`config.mk`:
```
export PLATFORM = sky130hd
export DESIGN_NAME = cvr_div
export DESIGN_NICKNAME = d
export VERILOG_FILES = /design/src/hdl/cvr_pkg.sv /design/src/hdl/cvr_div.sv
export SDC_FILE = /design/constraint.sdc
export NUM_CORES = 2
export LEC_CHECK = 0
export CAP_MARGIN = 20
export CORE_AREA = 2 2 408 410
export DETAILED_ROUTE_END_ITERATION = 16
export DIE_AREA = 0 0 410 412
export DONT_BUFFER_PORTS = 1
export GPL_ROUTABILITY_DRIVEN = 0
export PLACE_DENSITY = 0.71
export SLEW_MARGIN = 20
export SYNTH_ARGS = -nofsm -noshare
export SYNTH_HDL_FRONTEND = slang
export SYNTH_SLANG_ARGS = --single-unit
```
`constraint.sdc`:
```
create_clock -name clk_i -period 12.2 [get_ports clk_i]
set_input_delay 2.44 -clock clk_i [delete_from_list [all_inputs] [get_ports clk_i]]
set_output_delay 2.44 -clock clk_i [all_outputs]
set_load 0.05 [all_outputs]
```
`src/hdl/cvr_pkg.sv`:
```
// shared widths, types and register codes of the collision velocity response block
`default_nettype none

package cvr_pkg;

  localparam int VW   = 32;   // velocity, Q16.16
  localparam int NW   = 16;   // normal, Q2.14
  localparam int MW   = 32;   // mass
  localparam int CW   = 17;   // coefficient register, Q1.16
  localparam int KW   = 18;   // one plus coefficient, and mass weight
  localparam int PRW  = 48;   // velocity times normal
  localparam int DW   = 50;   // dot product
  localparam int PW   = 37;   // projection length
  localparam int LOW  = 18;   // low slice of the projection length
  localparam int HPW  = 35;   // projection partial product
  localparam int XW   = 40;   // normal and tangential parts
  localparam int SPL  = 20;   // low slice of a part for scaling
  localparam int TW   = 44;   // scaled part
  localparam int RW   = 46;   // combined result before clamp
  localparam int NUMW = 51;   // weight dividend
  localparam int DENW = 33;   // mass sum
  localparam int QW   = 18;   // weight quotient bits

  localparam int NSTG      = 24;
  localparam int PROJ_STG  = 6;
  localparam int DIV_FIRST = 3;
  localparam int DIV_LAST  = DIV_FIRST + QW - 1;
  localparam int RESP_STG  = 4;

  localparam logic [KW-1:0] ONE_Q16 = KW'(65536);
  localparam logic [CW-1:0] RESTITUTION_RST  = CW'(32768);
  localparam logic [CW-1:0] TANGENT_KEEP_RST = CW'(58982);

  // register index, taken from paddr bit 2
  localparam logic REG_RESTITUTION  = 1'b0;
  localparam logic REG_TANGENT_KEEP = 1'b1;

  localparam logic [1:0] FROZEN_NONE = 2'b00;
  localparam int         FROZEN_A_BIT = 0;

  typedef logic signed [VW-1:0] vel_t;
  typedef logic signed [NW-1:0] nrm_t;
  typedef logic signed [XW-1:0] xw_t;
  typedef vel_t [2:0] vel3_t;
  typedef nrm_t [2:0] nrm3_t;
  typedef xw_t  [2:0] xw3_t;

  typedef struct packed {
    vel3_t      va;
    vel3_t      vb;
    logic [1:0] mask;
  } car_t;

  typedef struct packed {
    vel3_t      va;
    vel3_t      vb;
    xw3_t       van;
    xw3_t       vbn;
    xw3_t       vat;
    xw3_t       vbt;
    xw3_t       dvn;
    xw3_t       dan;
    logic [1:0] mask;
    logic       sep;
    logic       dz;
  } mid_t;

endpackage

`default_nettype wire

```
`src/hdl/cvr_div.sv`:
```
// pipelined restoring divider, one quotient bit per stage, for the mass weights
`default_nettype none

module cvr_div (
  input  logic                      clk_i,
  input  logic [cvr_pkg::QW-1:0]    en_i,
  input  logic [cvr_pkg::NUMW-1:0]  num_i,
  input  logic [cvr_pkg::DENW-1:0]  den_i,
  output logic [cvr_pkg::QW-1:0]    quo_o
);
  import cvr_pkg::*;

  logic [NUMW-1:0] rem_s [QW];
  logic [DENW-1:0] den_s [QW];
  logic [QW-1:0]   quo_s [QW];
  logic [NUMW-1:0] rem_q [QW-1];
  logic [DENW-1:0] den_q [QW-1];
  logic [QW-1:0]   quo_q [QW];

  for (genvar j = 0; j < QW; j++) begin : g_stg
    localparam int B = QW - 1 - j;
    logic [NUMW-1:0] sh;
    logic            ge;

    if (j == 0) begin : g_first
      assign rem_s[j] = num_i;
      assign den_s[j] = den_i;
      assign quo_s[j] = '0;
    end else begin : g_next
      assign rem_s[j] = rem_q[j-1];
      assign den_s[j] = den_q[j-1];
      assign quo_s[j] = quo_q[j-1];
    end

    assign sh = NUMW'(den_s[j]) << B;
    assign ge = (rem_s[j] >= sh);

    always_ff @(posedge clk_i) begin
      if (en_i[j]) begin
        quo_q[j] <= {quo_s[j][QW-2:0], ge};
      end
    end

    if (j < QW - 1) begin : g_rem
      always_ff @(posedge clk_i) begin
        if (en_i[j]) begin
          rem_q[j] <= ge ? (rem_s[j] - sh) : rem_s[j];
          den_q[j] <= den_s[j];
        end
      end
    end
  end

  assign quo_o = quo_q[QW-1];

endmodule

`default_nettype wire

```
=== Word-level counts from Yosys, hierarchy flattened ===
Memory sizes are Yosys's and may differ from the RTL's.
Index checks and enable logic that the tools add are counted.

* Magnitude comparators: 18
* Add/subtract/negate cells: 17
* Muxes and demuxes: 53

{| class="wikitable"
|+ Operator list
! operator !! count
|-
| $mux 51 || 17
|-
| $ge 51x33->1 || 1
|-
| $ge 51x34->1 || 1
|-
| $ge 51x35->1 || 1
|-
| $ge 51x36->1 || 1
|-
| $ge 51x37->1 || 1
|-
| $ge 51x38->1 || 1
|-
| $ge 51x39->1 || 1
|-
| $ge 51x40->1 || 1
|-
| $ge 51x41->1 || 1
|-
| $ge 51x42->1 || 1
|-
| $ge 51x43->1 || 1
|-
| $ge 51x44->1 || 1
|-
| $ge 51x45->1 || 1
|-
| $ge 51x46->1 || 1
|-
| $ge 51x47->1 || 1
|-
| $ge 51x48->1 || 1
|-
| $ge 51x49->1 || 1
|-
| $ge 51x50->1 || 1
|-
| $sub 51x34->51 || 1
|-
| $sub 51x35->51 || 1
|-
| $sub 51x36->51 || 1
|-
| $sub 51x37->51 || 1
|-
| $sub 51x38->51 || 1
|-
| 13 further kinds || 48
|}

* Output and inout bits: 18
* RAM bits: 1,752
* Input bits: 103
* Word-level logic and storage cells: 91
* Memories: 3
* Register bits: 0

{| class="wikitable"
|+ Memories
! name !! words !! bits a word !! read ports !! clocked after memory_dff !! wr ports !! line !! RTL
|-
| rem_q || 17 || 51 || 17 || 0 || 17 || cvr_div.sv:16 || <nowiki>logic [NUMW-1:0] rem_q [QW-1];</nowiki>
|-
| den_q || 17 || 33 || 17 || 0 || 17 || cvr_div.sv:17 || <nowiki>logic [DENW-1:0] den_q [QW-1];</nowiki>
|-
| quo_q || 18 || 18 || 18 || 0 || 18 || cvr_div.sv:18 || <nowiki>logic [QW-1:0] quo_q [QW];</nowiki>
|}

=== Depth between registers and ports, before layout ===
An unclocked memory read counts as a cell.

* Word-level depth: 3
* Gate-level depth with buffers: 16
* Depth with buffers taken out: 16

=== Worst setup path before layout ===
Ideal clock, no wire load.

* Path type: input port to flip-flop
* Start: input num_i[17] (netlist bit)
* End: memory rem_q[0][42] (data pin)
* Path buffers: 2
* Setup slack: 6.518 ns
* Library setup time: 0.267 ns
* Required time: 11.933 ns
* Cell stages on the path: 15
* Arrival time: 5.416 ns
* Cells stage by stage: inv_1 -> ha_1 -> fa_1 -> nand2b_1 -> a21boi_1 -> o21ai_0 -> a211oi_1 -> o31ai_1 -> o21ai_1 -> o2111ai_1 -> a21oi_1 -> a31o_2 -> clkbuf_1 -> clkbuf_1 -> o22ai_1

{| class="wikitable"
|+ RTL lines
! what !! line !! RTL
|-
| from (decl) || cvr_div.sv:7 || <nowiki>input logic [cvr_pkg::NUMW-1:0] num_i,</nowiki>
|-
| to (decl) || cvr_div.sv:16 ||
|}

==> impl_metrics.csv <==
group,metric,value,unit
timing,finalHoldViolations,0,
placed_design,place_area,92000,um2
layout,drive_above_1_share,0.0406,
setup_path,crit_path_top_delay_cell,"buf_4",
floorplanning,rows,149,
timing,maxSlewViolCount,0,
drt,drtIter0Drc,4490,
setup_path,crit_type,"in2reg",
yosys,synth_xor_area_frac,0.0626,
clocking,clk_pin_slew,0.06,ns
yosys,synth_cell_type_count,87,
yosys,synth_top_family_by_area,"compound AO/OA/AOI/OAI gates",
power_and_ir_drop,combPwrFrac,0.414,
yosys,synth_top_cell_by_area,"edfxtp_1",
yosys,synth.area.mux_share,0.0133,
power_and_ir_drop,leakagePower,38.9,nW
yosys,yosys.area_share.simple,0.112,
floorplanning,core,164000,um2
setup_path,reg2reg_slack,6.89,ns
drt,drc,0,
drt,final_antenna_net_count,0,
layout,fin_area,97400,um2
drt,drt-total-wl,191000,um
setup_path,slowest_delay,0.50,ns
clocking,cts_num_sinks,1599,
yosys,synthAdderAreaFrac,0.0865,
setup_path,crit_family,"compound AO/OA/AOI/OAI gates",
layout,area_growth,8.45,%
global_route,grt_pass1_vias,61793,
timing,setup_viol,0,
floorplanning,dieArea,169000,um2
timing,min_period,5.75,ns
power_and_ir_drop,seqPwrFrac,0.374,
setup_path,path_max_fanout,57,
drt,vias,61001,
timing,max_freq,174,MHz
clocking,clockBufferDepth,3,
setup_path,required,12.71,ns
global_route,grt_max_degree,102,
timing,fin_skew,0.0256,ns
yosys,avgSynthCellArea,10.9,um2
timing,tightest_slew,1.08,ns
yosys,synth_area_leaders,"edfxtp_1, ha_1, a21oi_1, xnor2_1, a21o_1",
setup_path,start_kind,"input pin",
placed_design,hpwl,149000,um
yosys,synth_edf_count,1599,
global_route,antenna_found_initial,2,
global_route,grt_overflow_total,0,
global_route,grt_use_total,0.226,
timing,fin_hold_ws,0.403,ns
floorplanning,start_util,0.547,
clocking,hold_buffers,0,
yosys,ys_seq_area_frac,0.535,
global_route,grt_first_pass_wirelength,307000,um
setup_path,arrival,6.26,ns
clocking,ctsResizeCount,0,
layout,nNetsFinal,8880,
drt,wl_per_cell,18.2,um
status,outcome,"finished, final reports clean",
clocking,h-tree-depth,4,
yosys,syn-num-nets,8928,
yosys,yosys_warnings,0,
run,maxCapViolations,0,
yosys,ys.flop_type,"edfxtp_1",
setup_path,timing.critical_path.buf_inv,2,
worst_hold_path,hp-class,"reg2reg",
yosys,async_flop_share,0,
timing,timing.final.crit_share,0.471,
power_and_ir_drop,p_int,14.9,mW
timing,rsz0062_at_grt,"false",
power_and_ir_drop,switching_share,0.360,
yosys,yosys.area.top_type_share,0.535,
power_and_ir_drop,max-vdd-ir-drop,0.183,mV
setup_path,crit_chain,"inv_1 -> ha_1 -> fa_1 -> nand2b_1 -> a21boi_1 -> o21ai_0 -> a211oi_1 -> o31ai_1 -> o21ai_1 -> o2111ai_1 -> a21oi_1 -> a31o_2 -> buf_4 -> mux2_1",
placed_design,port_buffers,0,
drt,firstDrtPassIters,7,
yosys,netlist_instances,8214,
clocking,post_cts_buffers,0,
clocking,cts-buffers-inserted,168,
power_and_ir_drop,p_clk_frac,0.212,
yosys,synth-compound-area-share,0.150,
floorplanning,design.portCount,121,
clocking,clk_latency,0.80,ns
power_and_ir_drop,power_density,239,nW/um2
yosys,ys_seq_elements,1599,
drt,routed_via_density,5.82,
floorplanning,die_y,412,um
setup_path,crit_path_end_kind,"flip-flop",
timing,finalSetupTns,0,ns
clocking,cts_tree,"built",
floorplanning,die-width,410,um
yosys,netlist_area,89800,um2
timing,max_slew_margin,0.263,
clocking,cts-root-buf,"clkbuf_16",
power_and_ir_drop,p_switching,8.38,mW
==> cell usage in the layout, fill, tap and decap left out, types with 58 or more instances in the layout <==
master,netlist,final
edfxtp_1,1599,1599
a21oi_1,792,790
inv_1,736,736
nor2_1,595,594
ha_1,594,594
nand2_1,568,567
a21o_1,375,375
xnor2_1,355,355
xor2_1,287,287
o21ai_1,269,268
o21ai_0,196,196
clkbuf_16,0,170
nand4_1,140,140
nand3_1,135,135
nor3_1,124,124
o21a_1,93,92
nand2b_1,90,90
nor4_1,94,90
nor2b_1,86,86
mux2_1,82,82
o21bai_1,70,69
a31oi_1,59,58
==> power groups by stage <==
stage | clock (mW) | combinational [mW] | sequential, mW
after CTS | 5.05 | 9.50 | 8.68
after detailed placement | 0 | 9.43 | 8.78
after global placement | 0 | 9.17 | 8.75
after global routing | 5.27 | 10.7 | 8.83
after floorplan | 0 | 7.53 | 8.49
final | 4.95 | 9.64 | 8.70
==> through the flow <==
step	total power, mW	utilization	std cells	worst slack, ns
4_1_cts	23.2	0.593	10484	6.58
5_1_grt	24.8	0.593	10485	6.23
3_5_place_dp	18.2	0.560	10184	5.75
6_report	23.3	0.593	10489	6.45
2_1_floorplan	16.0	-	8214	6.52
3_3_place_gp	17.9	0.560	10184	5.78
==> per-layer routing <==
layer / vias up / GRT usage / wire length (um)
met2: 1850 / 0.438 / 103000
met3: 671 / 0.0302 / 7220
li1: 30012 / - / -
met1: 28468 / 0.214 / 66000
met4: 0 / 0.168 / 15100
met5: - / 0 / 0
==> Yosys cell counts (all sizes together) (86+ instances only) <==
cell       n
nor4      97
a21oi    792
mux2     101
xnor2    355
nand2    568
nand2b    90
xor2     287
nor2     595
inv      748
o21a      93
ha       594
clkbuf   229
edfxtp  1599
a21o     375
nand3    136
nor2b     86
nor3     124
o21ai    465
nand4    140
==> sequential cells by signal (all words and copies together), names as in the netlist <==
signal,count
den_q,561
rem_q,867
quo_q,171
==> logic make-up after synthesis <==
kind of cell    Yosys count
mux                     107
compound gates         2183
xor+xnor                642
buf+inv                 993
fa+ha+maj               611
simple gates           2079
flops                  1599
==> final timing paths <==
kind                                   start       endpoint  cells after the start
worst max-delay path               num_i[17]   rem_q[0][23]                     14
worst min register to register  quo_q[16][9]  quo_q[17][10]                      0
worst max register to register   rem_q[3][4]  rem_q[3][101]                     15
worst min-delay path            quo_q[16][9]  quo_q[17][10]                      0
==> cell type report <==
| class | instances | area, um2 |
|---|---|---|
| clock inverters | 103 | 1010 |
| inverters | 748 | 2810 |
| clock buffers | 197 | 4360 |
| multi-input cells | 5622 | 38200 |
| well taps | 2189 | 2740 |
| fillers | 12845 | 66800 |
| diodes | 4 | 10.0 |
| flip-flops and latches | 1599 | 48000 |
| repair buffers | 27 | 208 |
Note: power is estimated with default switching activity, not from simulation.
